==> config.mk <==
export PLATFORM = sky130hd
export DESIGN_NAME = afs_ctrl
export DESIGN_NICKNAME = d
export VERILOG_FILES = /design/src/hw/rtl/afs_pkg.sv /design/src/hw/rtl/afs_ctrl.sv
export SDC_FILE = /design/constraint.sdc
export NUM_CORES = 1
export LEC_CHECK = 0
export BUFFER_PORTS_ARGS = -buffer_cell sky130_fd_sc_hd__buf_4
export CORE_MARGIN = 2
export CORE_UTILIZATION = 45
export DETAILED_ROUTE_END_ITERATION = 7
export GPL_TIMING_DRIVEN = 0
export PLACE_DENSITY = 0.87
export SKIP_CTS_REPAIR_TIMING = 1
export SLEW_MARGIN = 30
export SYNTH_ARGS = -nofsm -noshare
export SYNTH_HDL_FRONTEND = slang
export SYNTH_SLANG_ARGS = --single-unit
export TNS_END_PERCENT = 10
==> constraint.sdc <==
create_clock -name clk -period 2.05 [get_ports clk]
set_clock_uncertainty 0.15 [all_clocks]
set_input_delay 0.205 -clock clk [delete_from_list [all_inputs] [get_ports clk]]
set_output_delay 0.205 -clock clk [all_outputs]
set_load 0.01 [all_outputs]
==> src/hw/rtl/afs_pkg.sv <==
`timescale 1ns / 1ps

package afs_pkg;

	// Stream and configuration widths
	localparam int S_TDATA_W  = 56;
	localparam int S_TUSER_W  = 2;
	localparam int M_TDATA_W  = 32;
	localparam int CFG_ADDR_W = 1;
	localparam int CFG_DATA_W = 10;

	// Offset limit after a start, and remainder unit length
	localparam int unsigned OFFSET_CAP = 60000;
	localparam int DIV_STEPS  = 32;

	localparam logic [9:0] TICK_MS_RESET = 10'd20;

	// Action codes carried in s_tuser
	localparam logic [1:0] ACT_LOAD  = 2'd0;
	localparam logic [1:0] ACT_START = 2'd1;
	localparam logic [1:0] ACT_TICK  = 2'd2;

	// Configuration register indexes
	typedef enum logic [CFG_ADDR_W-1:0] {
		REG_FRAME_COUNT = 1'b0,
		REG_TICK_MS     = 1'b1
	} reg_idx_t;

	// Controller to datapath commands
	typedef struct packed {
		logic take_in;
		logic mem_wr;
		logic div_start_cur;
		logic div_start_pos;
		logic div_step;
		logic disp_from_cur;
		logic disp_from_rem;
		logic cur_from_disp;
		logic off_add_tick;
		logic off_zero;
		logic off_from_rem;
		logic sum_clear;
		logic sum_rd;
		logic walk_init;
		logic walk_rd;
		logic walk_adv;
		logic out_load;
	} cmd_t;

	// Datapath to controller status
	typedef struct packed {
		logic is_start;
		logic is_tick;
		logic is_load;
		logic multi;
		logic cur_ge_n;
		logic div_last;
		logic sum_last;
		logic total_zero;
		logic walk_stop;
		logic zero_stop;
		logic out_busy;
	} status_t;

endpackage

==> src/hw/rtl/afs_ctrl.sv <==
`timescale 1ns / 1ps

module afs_ctrl (
	input  logic            clk,
	input  logic            arst_n,
	input  logic            s_tvalid,
	output logic            s_tready,
	input  afs_pkg::status_t sts,
	output afs_pkg::cmd_t   cmd
);
	import afs_pkg::*;

	typedef enum logic [12:0] {
		ST_IDLE     = 13'b0000000000001,
		ST_DISPATCH = 13'b0000000000010,
		ST_MODCUR   = 13'b0000000000100,
		ST_CURTAKE  = 13'b0000000001000,
		ST_NORMDONE = 13'b0000000010000,
		ST_SUM      = 13'b0000000100000,
		ST_SUMTAIL  = 13'b0000001000000,
		ST_POSSTART = 13'b0000010000000,
		ST_MODPOS   = 13'b0000100000000,
		ST_POSTAKE  = 13'b0001000000000,
		ST_WALKRD   = 13'b0010000000000,
		ST_WALKCMP  = 13'b0100000000000,
		ST_FINISH   = 13'b1000000000000
	} state_t;

	state_t state_q, state_d;

	assign s_tready = (state_q == ST_IDLE);

	// Next state and command decode
	always_comb begin
		state_d = state_q;
		cmd     = '0;
		unique case (state_q)
			ST_IDLE: begin
				if (s_tvalid) begin
					cmd.take_in = 1'b1;
					state_d     = ST_DISPATCH;
				end
			end
			ST_DISPATCH: begin
				cmd.mem_wr = sts.is_load;
				if (!sts.multi) begin
					state_d = ST_FINISH;
				end else if (sts.cur_ge_n) begin
					cmd.div_start_cur = 1'b1;
					state_d           = ST_MODCUR;
				end else begin
					cmd.disp_from_cur = 1'b1;
					state_d           = ST_NORMDONE;
				end
			end
			ST_MODCUR: begin
				cmd.div_step = 1'b1;
				if (sts.div_last)
					state_d = ST_CURTAKE;
			end
			ST_CURTAKE: begin
				cmd.disp_from_rem = 1'b1;
				state_d           = ST_NORMDONE;
			end
			ST_NORMDONE: begin
				if (sts.is_start) begin
					cmd.cur_from_disp = 1'b1;
					cmd.sum_clear     = 1'b1;
					state_d           = ST_SUM;
				end else if (sts.is_tick) begin
					cmd.cur_from_disp = 1'b1;
					cmd.off_add_tick  = 1'b1;
					cmd.walk_init     = 1'b1;
					state_d           = ST_WALKRD;
				end else begin
					state_d = ST_FINISH;
				end
			end
			ST_SUM: begin
				cmd.sum_rd = 1'b1;
				if (sts.sum_last)
					state_d = ST_SUMTAIL;
			end
			ST_SUMTAIL: begin
				state_d = ST_POSSTART;
			end
			ST_POSSTART: begin
				if (sts.total_zero) begin
					cmd.off_zero  = 1'b1;
					cmd.walk_init = 1'b1;
					state_d       = ST_WALKRD;
				end else begin
					cmd.div_start_pos = 1'b1;
					state_d           = ST_MODPOS;
				end
			end
			ST_MODPOS: begin
				cmd.div_step = 1'b1;
				if (sts.div_last)
					state_d = ST_POSTAKE;
			end
			ST_POSTAKE: begin
				cmd.off_from_rem = 1'b1;
				cmd.walk_init    = 1'b1;
				state_d          = ST_WALKRD;
			end
			ST_WALKRD: begin
				cmd.walk_rd = 1'b1;
				state_d     = ST_WALKCMP;
			end
			ST_WALKCMP: begin
				if (sts.walk_stop || sts.zero_stop) begin
					cmd.disp_from_cur = 1'b1;
					state_d           = ST_FINISH;
				end else begin
					cmd.walk_adv = 1'b1;
					state_d      = ST_WALKRD;
				end
			end
			ST_FINISH: begin
				if (!sts.out_busy) begin
					cmd.out_load = 1'b1;
					state_d      = ST_IDLE;
				end
			end
			default: begin
				state_d = ST_IDLE;
			end
		endcase
	end

	// State register
	always_ff @(posedge clk or negedge arst_n) begin
		if (!arst_n) begin
			state_q <= ST_IDLE;
		end else begin
			state_q <= state_d;
		end
	end

endmodule

---- After elaboration in Yosys (flattened, before gate mapping) ----
Cells that the tools add are included.
storage, ports and cells
  flip-flop bits (word level) ............. 13
  output and inout port bits .............. 18
  input bits .............................. 14
operators by class
  eq/ne operators ......................... 18
  reduce and logical (&&, ||, !) cells .... 3
  multiplexer cells ....................... 43
operators with widths
  cell                  number
  $pmux 13 s13          1
  $mux 13               9
  $mux 1                26
  $eq 13x1->1 const B   1
  $eq 13x10->1 const B  1
  $eq 13x11->1 const B  1
  $eq 13x12->1 const B  1
  $eq 13x13->1 const B  1
  $eq 13x2->1 const B   1
  $eq 13x3->1 const B   1
  $eq 13x4->1 const B   1
  $eq 13x5->1 const B   1
  $eq 13x6->1 const B   1
  $eq 13x7->1 const B   1
  $eq 13x8->1 const B   1
  $eq 13x9->1 const B   1
  $mux 11               1
  $ne 2x2->1 const B    5
  $mux 2                3
  $mux 5                1
  $reduce_and 5->1      1
  $pmux 1 s3            1
  $pmux 1 s2            1
  $reduce_or 2->1       1
  $logic_or 1x1->1      1

---- Depth between registers and ports, before layout ----
Gate-level depths: netlist (run 1).
  word-level depth ........................ 3
  mapped depth ............................ 7

---- Least setup slack after synthesis (run 1) ----
OpenSTA, ideal clock, no wires.
  path type ............................... register to output
  from .................................... register state_q[8]
  to ...................................... output cmd[11] (netlist name)
  slack ................................... -200 ps
  stages on the path, launching flop included .. 8
  arrival ................................. 1895 ps
  path through ............................ dfrtp_1 -> buf_6 -> or4_4 -> buf_6 -> nor3_2 -> nor4b_4 -> nand2_2 -> o32ai_1
RTL lines
  element                 RTL line         text
  start, declared         afs_ctrl.sv:29   state_t state_q, state_d;
  start signal, assigned  afs_ctrl.sv:137  state_q <= state_d;
  end, declared           afs_ctrl.sv:9    output afs_pkg::cmd_t cmd

==> results of run 1 <==
-- power by group through the flow --
| stage | logic [µW] | clock network, µW | registers, µW |
|---|---|---|---|
| 2_1_floorplan | 342 | 0 | 318 |
| 3_3_place_gp | 462 | 0 | 326 |
| 3_5_place_dp | 478 | 0 | 332 |
| 4_1_cts | 480 | 163 | 327 |
| 5_1_grt | 635 | 185 | 340 |
| 6_report | 604 | 169 | 338 |
-- kinds of logic (layout without fill, tap and decap cells) --
| logic type | Yosys count | in the layout | synth area share |
|---|---|---|---|
| AO/OA/AOI/OAI | 20 | 20 | 0.1609 |
| AND/OR/NAND/NOR | 63 | 63 | 0.4332 |
| XOR/XNOR | 3 | 3 | 0.02599 |
| buffers and inverters | 11 | 61 | 0.05693 |
| flip-flops | 13 | 13 | 0.3230 |
-- final cells by class --
cell class,count,area share
clock buffer,4,0.01731
inverter,7,0.01731
multi-input combinational,86,0.4633
timing repair buffer,47,0.2440
buffer,3,0.01731
tap,28,0.02308
sequential,13,0.2176
-- layer usage --
metal,routed length (µm),part of all wire,vias up,track usage
li1,-,-,521,-
met1,1274,0.39,528,0.2768
met2,1632,0.50,77,0.3269
met3,241,0.074,17,0.04386
met4,116,0.036,0,0.07018
met5,0,0,-,0
-- synth_stat cells (2+ instances only) --
master,number,share of area
and2_1,3,0.019
nor3_1,7,0.035
nand2b_1,5,0.031
o22ai_1,3,0.019
or4b_2,2,0.020
or4_1,3,0.022
dfrtp_1,12,0.30
nor2_1,8,0.030
inv_1,7,0.026
xor2_1,2,0.017
buf_6,2,0.022
nand3b_1,2,0.015
nand2_1,6,0.022
nor4b_1,4,0.035
nor4_1,4,0.025
nand3_1,4,0.020
o21ai_0,2,0.0099
-- stage by stage --
| stage | cell area (µm²) | total power, µW | hold WS (ns) | worst slack, ns | setup TNS [ns] |
|---|---|---|---|---|---|
| detailed placement | 1315 | 810.3 | -0.08778 | -0.3151 | -3.345 |
| global route | 1518 | 1160 | 0.02877 | -0.6589 | -10.52 |
| floorplan | 1047 | 660.7 | -0.2406 | -0.05504 | -0.2216 |
| CTS | 1341 | 969.7 | -0.3881 | -0.6224 | -8.611 |
| finish | 1518 | 1110 | 0.02302 | -0.5860 | -8.453 |
| global placement | 1315 | 787.7 | -0.09104 | -0.2871 | -2.824 |
-- worst max path at each step --
stage / end / cells after the start / start
3_3_place_gp: cmd[3] / 6 / state_q[9]
5_1_grt: cmd[3] / 6 / state_q[2]
4_1_cts: cmd[11] / 7 / state_q[9]
3_5_place_dp: cmd[11] / 7 / state_q[9]
6_report: cmd[3] / 6 / state_q[2]
2_1_floorplan: cmd[11] / 6 / state_q[9]
-- worst reg2reg max path: stages (launching register included) --
cell	delay (ns)
dfrtp_1	0.47
or4_4	0.59
a211oi_1	0.31
a31oi_1	0.08
a2111oi_0	0.47
o21ai_0	0.17
==> metrics.md, run 1 <==
| Metric | Value |
|---|---|
| Reg-to-reg slack, setup | `-0.28 ns` |
| Slew Limit Headroom | `0.5069` |
| Global-route wire length before repair | `4105 µm` |
| Sw power | `467.2 µW` |
| Total power per unit cell area | `731.3 nW/µm²` |
| Number of remaining DRC errors | `0` |
| Net Sw Frac | `0.4209` |
| Path depth of the worst reg2reg path | `5` |
| Crit path max-delay cell type | `or4_4` |
| Synth warnings | `0` |
| Max reg flops | `13` |
| Start point of the worst hold path | `sts[6]` |
| Syn Inst Count | `110` |
| Largest net degree at the start of global routing | `14` |
| Antenna violations before repair | `0` |
| Syn avg cell area | `9.191 µm²` |
| Filler cells | `155` |
| Biggest regs | `state_q: 13 flops` |
| Critical-path maximum fanout | `6` |
| Clock Path Buffers | `2` |
| Worst path arrival time | `2.28 ns` |
| Clk root buf | `clkbuf_4` |
| Grt ovf | `0` |
| Area of the die | `2642 µm²` |
| Slowest stage delay, CP | `0.58 ns` |
| Util after Layout | `0.6995` |
| Internal power | `642.7 µW` |
| Syn Nets | `124` |
| Fin. max-slew vios | `0` |
| Final setup violating endpoints | `25` |
| Fin crit period | `2.636 ns` |
| Drt wl/cell | `17.37 µm` |
| Total Nets Final | `175` |
| Max-Cap Viols | `0` |
| Reg2Reg Capture Point | `state_q[0]` |
| Hpwl dp | `1926 µm` |
| Clock Latency Late Sink | `0.29 ns` |
| Core area | `2170 µm²` |
| Synth Flop Type | `dfrtp_1` |
| Sink Count | `13` |
| Drt first pass iters | `5` |
| Worst hold endpoint | `state_q[4]` |
| Hold Violations, Final | `0` |
| Failing checks | `negative setup slack` |
| Worst hold path type | `in2reg` |
| CTS tree | `done` |
| Row count | `17` |
| Fin crit share | `1.286` |
| Synth unique cells | `51` |
| Clock-pin slew on the worst setup and hold paths | `0.09 ns` |
| Sequential area share after synthesis | `0.3230` |
| Worst Setup End Kind | `output pin` |
| Worst Max-Slew Pin Slew | `0.7293 ns` |
| Asr flop ratio synth | `1.000` |
| RSZ-0062 raised after global routing | `true` |
| Final wirelength | `3265 µm` |
| Num CTS Buffers | `3` |
| Footprint of the multi-input gates | `703.2 µm²` |
| Io pins | `32` |
| Leak | `0.0007611 µW` |
| CP Class | `reg2out` |
| DRT iter0 DRCs | `42` |
| Critical Path RT | `1.69 ns` |
| Dpl cells | `169` |
| Number of diodes | `0` |
| Post-synth EDFFs | `0` |
| Max Fclk | `379.4 MHz` |
| Outcome | `finished, violations left` |
| IO Port Bufs | `31` |
| Area delta synth->final | `50.12%` |
| Vias in the first global route | `927` |
| Setup ws final | `-0.5860 ns` |
| Logic pwr share | `0.544` |
| Die Span Y | `51.40 µm` |
| Biggest register | `state_q` |
| Worst r2r src | `state_q[6]` |
| Placer Congestion | `0.7970` |
| Worst Path Buf+Inv | `2` |
| Finished Layout Cells | `188` |
| H-tree Lvls | `1` |
| Share of layout cells above drive strength 1 | `0.4813` |
| Mapped Area | `1011 µm²` |
| Max VDD drop | `0.5024 mV` |
| Sequential Power Share | `0.304` |
| Vias per Instance | `6.080` |
| GRT Util Overall | `0.2059` |
| Hold path cells | `2` |
| Worst path cell trace | `buf_6 > or4_4 > nor3_4 > nand2_4 > o311ai_4 > buf_4` |
| Initial core utilization | `0.4660` |
| Startpoint Class | `flop` |
| Die Wd | `51.40 µm` |
| Seq. cell area | `330.3 µm²` |
| Post-route ant nets | `0` |
| Clk network pwr share | `0.152` |
| Synth Register Bits | `13` |
| Worst path top cell family by delay | `simple AND/OR/NAND/NOR gates` |
| Via count | `1143` |
| Commonest non-fill, non-tap cell in the layout | `buf_4` |
| Most frequent cells in the layout | `buf_4, dfrtp_1, inv_1, nor3_1` |
Power figures use the tool's default switching activity.
==> run 2, diff against run 1 <==
--- a/config.mk
+++ b/config.mk
@@ -6,6 +6,7 @@
 export NUM_CORES = 1
 export LEC_CHECK = 0
 export BUFFER_PORTS_ARGS = -buffer_cell sky130_fd_sc_hd__buf_4
+export CORE_ASPECT_RATIO = 1.5
 export CORE_MARGIN = 2
 export CORE_UTILIZATION = 45
 export DETAILED_ROUTE_END_ITERATION = 7
==> run 2 against run 1 <==
  * The run still ends with negative setup slack left
  * Via count is 1.6% lower
  * Non-clock buffer count stayed put
  * Sequential cell count is the same
  * Largest power group unchanged
  * Die area increased by 0.29%
  * Sequential share of layout area is essentially flat
  * Clock power grew 2%
  * Clock-buffer cell count did not move
  * Combinational power down 8.3%
  * Global-route usage up 1.4 points
  * Setup slack got worse by 0.076 ns
  * Highest routed layer unchanged
==> metrics.md, run 2 (synthesis results as in run 1) <==
| Metric | Value |
|---|---|
| Final wirelength | `3226 µm` |
| Antenna violations before repair | `0` |
| Placer Congestion | `0.8701` |
| Outcome | `finished, violations left` |
| Fin crit period | `2.712 ns` |
| Die Span Y | `62.05 µm` |
| Max VDD drop | `0.7193 mV` |
| Initial core utilization | `0.4636` |
| Worst path arrival time | `2.36 ns` |
| Io pins | `32` |
| Biggest register | `state_q` |
| Core area | `2181 µm²` |
| CTS tree | `done` |
| Power, Total | `1056 µW` |
| Worst Setup End Kind | `output pin` |
| Drt first pass iters | `4` |
| Largest net degree at the start of global routing | `14` |
| Failing checks | `negative setup slack` |
| Area of the die | `2650 µm²` |
| Fin. max-slew vios | `0` |
| RSZ-0062 raised after global routing | `true` |
| Final setup violating endpoints | `27` |
| Critical-path maximum fanout | `8` |
| Sink Count | `13` |
| Total Nets Final | `175` |
| Total power per unit cell area | `695.3 nW/µm²` |
| H-tree Lvls | `1` |
| Share of layout cells above drive strength 1 | `0.4625` |
| Hpwl dp | `2142 µm` |
| Most frequent cells in the layout | `buf_4, dfrtp_1, inv_1` |
| Vias per Instance | `6.148` |
| CP Class | `reg2out` |
| Number of diodes | `0` |
| Clock-pin slew on the worst setup and hold paths | `0.09 ns` |
| IO Port Bufs | `31` |
| Row count | `21` |
| Worst hold path type | `in2reg` |
| Startpoint Class | `flop` |
| Clock Path Buffers | `2` |
| Die Wd | `42.70 µm` |
| Max Fclk | `368.7 MHz` |
| Via count | `1125` |
| Area delta synth->final | `50.25%` |
| Hold Violations, Final | `0` |
| Fin crit share | `1.323` |
| GRT Util Overall | `0.2200` |
| Clock Latency Late Sink | `0.29 ns` |
| Commonest non-fill, non-tap cell in the layout | `buf_4` |
| Vias in the first global route | `955` |
| Grt ovf | `0` |
| Slew Limit Headroom | `0.5084` |
| Number of remaining DRC errors | `0` |
| Clk root buf | `clkbuf_4` |
| DRT iter0 DRCs | `92` |
| Setup ws final | `-0.6623 ns` |
| Num CTS Buffers | `3` |
| Leak | `0.0007613 µW` |
| Pre-CTS WS | `-0.3446 ns` |
| Max-Cap Viols | `0` |
| Post-route ant nets | `0` |
| Global-route wire length before repair | `4284 µm` |
| Drt wl/cell | `17.63 µm` |
| Max reg flops | `13` |
| Worst Max-Slew Pin Slew | `0.7271 ns` |
| Critical Path RT | `1.69 ns` |
| Biggest regs | `state_q: 13 flops` |
==> run 2: changes by cell type in the layout (fill, tap and decap cells not counted), sizes merged <==
cell,delta
buf,-1
dlygate4sd3,+1
==> run 2: stage by stage <==
| stage | cells | instance area (µm²) | TNS, ns | hold slack, ns | utilization |
|---|---|---|---|---|---|
| finish | 183 | 1519 | -9.394 | 0.04066 | 0.6965 |
| global route | 183 | 1519 | -11.70 | 0.03782 | 0.6965 |
| detailed placement | 164 | 1309 | -3.903 | -0.09100 | 0.6001 |
| floorplan | 110 | 1047 | -0.2216 | -0.2406 | - |
| global placement | 164 | 1309 | -2.757 | -0.09238 | 0.6001 |
| CTS | 168 | 1335 | -9.292 | -0.4024 | 0.6122 |
==> run 2: final cells by class <==
type	instances	area, µm²
Multi-Input combinational cell	86	704.4
Fill cell	153	661.9
Timing Repair Buffer	46	365.4
Sequential cell	13	330.3
Buffer	4	37.54
Tap cell	23	28.78
Clock buffer	4	26.28
Inverter	7	26.28
==> run 2: worst paths after layout <==
| check | start | to | slack [ns] | cells past startpoint |
|---|---|---|---|---|
| hold / removal | sts[10] | state_q[12] | 0.04 | 2 |
| min in group asynchronous | arst_n | state_q[1] | 0.13 | 2 |
| hold reg to reg | state_q[9] | state_q[9] | 0.42 | 2 |
| max in group asynchronous | arst_n | state_q[0] | 1.38 | 2 |
| setup reg to reg | state_q[2] | state_q[10] | -0.32 | 7 |
| setup / recovery | state_q[2] | cmd[3] | -0.66 | 6 |
==> run 2: worst max-delay path, stage by stage, from the launching register on <==
cell and delay [ns]:
dfrtp_1 0.39, buf_6 0.14, or4_4 0.58, nor3_4 0.34
nand2_4 0.12, o311ai_4 0.35, buf_6 0.15
==> run 2: per-layer routing <==
layer,routed length [µm],up-vias,track usage
met5,0,-,0
met4,114,0,0.1295
met1,1241,537,0.2473
met3,186,13,0.02601
li1,-,518,-
met2,1683,57,0.4004
==> run 2: power breakdown <==
group	switching [µW]	internal, µW
registers	39.5	290
logic	307	247
clock network	97.1	75.8
total	443	613
==> run 3, diff against run 2 <==
--- a/config.mk
+++ b/config.mk
@@ -6,12 +6,13 @@
 export NUM_CORES = 1
 export LEC_CHECK = 0
 export BUFFER_PORTS_ARGS = -buffer_cell sky130_fd_sc_hd__buf_4
+export CAP_MARGIN = 20
 export CORE_ASPECT_RATIO = 1.5
 export CORE_MARGIN = 2
 export CORE_UTILIZATION = 45
 export DETAILED_ROUTE_END_ITERATION = 7
 export GPL_TIMING_DRIVEN = 0
-export PLACE_DENSITY = 0.87
+export PLACE_DENSITY = 0.84
 export SKIP_CTS_REPAIR_TIMING = 1
 export SLEW_MARGIN = 30
 export SYNTH_ARGS = -nofsm -noshare
==> run 3 against run 2 <==
  * The flow still finishes with violations (negative setup slack)
  * Final area rose by 1.2%
  * Clock-buffer cell count unchanged
  * Hold slack got worse by 0.034 ns
  * Combinational power grew 6.9%
  * Power increased by 3.9%
  * Critical path depth is the same
  * Sequential cell count stayed put
  * Via count fell by 2.6%
  * Register-to-register slack gained 0.05 ns
  * Sequential share of layout area decreased by 0.27 points
==> metrics.md, run 3 (synthesis results as in run 1) <==
| Metric | Value |
|---|---|
| Outcome | `finished, violations left` |
| Failing checks | `negative setup slack` |
| Hpwl dp | `1989 µm` |
| Placer Congestion | `0.8306` |
| Worst Max-Slew Pin Slew | `0.7371 ns` |
| Num CTS Buffers | `3` |
| RSZ-0062 raised after global routing | `true` |
| Final setup violating endpoints | `25` |
| Row count | `21` |
| Design Area, Final | `1538 µm²` |
| Largest net degree at the start of global routing | `14` |
| Dpl cells | `164` |
| Core area | `2181 µm²` |
| Post-route ant nets | `0` |
| Commonest non-fill, non-tap cell in the layout | `buf_4` |
| Total Nets Final | `177` |
| Worst path cell trace | `buf_2 > or4_4 > nor3_4 > nand2_4 > o311ai_4 > buf_4` |
| Finished Layout Cells | `185` |
| Area delta synth->final | `52.10%` |
| Sequential Power Share | `0.299` |
| Critical Path RT | `1.69 ns` |
| Total power per unit cell area | `713.3 nW/µm²` |
| Slowest stage delay, CP | `0.55 ns` |
| Antenna violations before repair | `0` |
| Number of diodes | `0` |
| Sw power | `456.6 µW` |
| Sink Count | `13` |
| Hold Violations, Final | `0` |
| Fin crit share | `1.292` |
| Area of the die | `2650 µm²` |
| Setup ws final | `-0.5984 ns` |
| Filler cells | `159` |
| Via count | `1096` |
| Io pins | `32` |
| Hold path cells | `2` |
| Critical-path maximum fanout | `10` |
| Vias in the first global route | `861` |
| Leak | `0.0007829 µW` |
| Max VDD drop | `0.4868 mV` |
| Util after Layout | `0.7051` |
| Final wirelength | `3067 µm` |
| Max reg flops | `13` |
| Grt ovf | `0` |
| Max Fclk | `377.6 MHz` |
| Clock Path Buffers | `2` |
| Slew Limit Headroom | `0.5017` |
| Die Span Y | `62.05 µm` |
| Drt first pass iters | `4` |
| Vias per Instance | `5.924` |
| Biggest regs | `state_q: 13 flops` |
| Logic pwr share | `0.539` |
| Clock-pin slew on the worst setup and hold paths | `0.09 ns` |
| Share of layout cells above drive strength 1 | `0.4691` |
| Max-Cap Viols | `0` |
| H-tree Lvls | `1` |
| Placed cell area | `1309 µm²` |
| Worst path top cell family by delay | `simple AND/OR/NAND/NOR gates` |
| Drt wl/cell | `16.58 µm` |
| Clock Latency Late Sink | `0.30 ns` |
| Startpoint Class | `flop` |
| CTS tree | `done` |
| Worst hold path type | `in2reg` |
| Internal power | `640.3 µW` |
| Most frequent cells in the layout | `buf_4, dfrtp_1, inv_1, nor3_1` |
| CP Class | `reg2out` |
| Global-route wire length before repair | `4008 µm` |
| Biggest register | `state_q` |
| Clk network pwr share | `0.162` |
| Path depth of the worst reg2reg path | `6` |
| Clk root buf | `clkbuf_4` |
| Critical path depth | `6` |
| IO Port Bufs | `31` |
| Worst Setup End Kind | `output pin` |
| Net Sw Frac | `0.4163` |
| Crit path max-delay cell type | `or4_4` |
| Number of remaining DRC errors | `0` |
| Fin crit period | `2.648 ns` |
| Worst path arrival time | `2.29 ns` |
| Fin. max-slew vios | `0` |
| DRT iter0 DRCs | `57` |
| Initial core utilization | `0.4636` |
| Die Wd | `42.70 µm` |
| GRT Util Overall | `0.2032` |
| Worst Path Buf+Inv | `2` |
[run 3: worst reg2reg max path, cell delays in order (launching register included)]
cell and delay, ns:
dfrtp_1 0.47, or4_4 0.58, buf_4 0.17, a211oi_1 0.19
a31oi_1 0.08, a2111oi_0 0.42, o21ai_0 0.17
[run 3: routing by layer]
| layer | global-route usage | part of all wire |
|---|---|---|
| met5 | 0 | 0 |
| met3 | 0.02890 | 0.053 |
| met4 | 0.1071 | 0.034 |
| met2 | 0.3615 | 0.53 |
| met1 | 0.2373 | 0.38 |
[run 3: metrics by stage]
step                total power [µW]  hold slack, ns  worst slack (ns)  TNS (ns)
global route                    1143         0.02221           -0.6888    -10.80
floorplan                      660.7         -0.2406          -0.05504   -0.2216
detailed placement             811.4        -0.08698           -0.3549    -3.556
CTS                            988.1         -0.4092           -0.6867    -9.254
finish                          1097        0.006542           -0.5984    -8.509
global placement               793.5        -0.08841           -0.2971    -2.873
[run 3: area by class of cell]
cell class | count | area [µm²] | share of cell area
Clock buffer | 4 | 26.28 | 0.01709
Timing Repair Buffer | 48 | 380.4 | 0.2474
Sequential cell | 13 | 330.3 | 0.2148
Tap cell | 23 | 28.78 | 0.01871
Buffer | 4 | 35.03 | 0.02278
Inverter | 7 | 26.28 | 0.01709
Multi-Input combinational cell | 86 | 710.7 | 0.4622
[run 3: power by group through the flow]
| stage | combinational [µW] | clock [µW] | sequential [µW] |
|---|---|---|---|
| 2_1_floorplan | 342 | 0 | 318 |
| 3_3_place_gp | 470 | 0 | 324 |
| 3_5_place_dp | 485 | 0 | 326 |
| 4_1_cts | 487 | 180 | 322 |
| 5_1_grt | 623 | 188 | 332 |
| 6_report | 592 | 177 | 328 |
[run 3: path summary, 6_finish.rpt]
| check | startpoint | to | slack, ns |
|---|---|---|---|
| min in group asynchronous | arst_n | state_q[3] | 0.12 |
| setup / recovery | state_q[2] | cmd[3] | -0.60 |
| hold / removal | sts[10] | state_q[12] | 0.007 |
| setup reg to reg | state_q[4] | state_q[0] | -0.27 |
| hold reg to reg | state_q[9] | state_q[9] | 0.42 |
| max in group asynchronous | arst_n | state_q[0] | 1.39 |
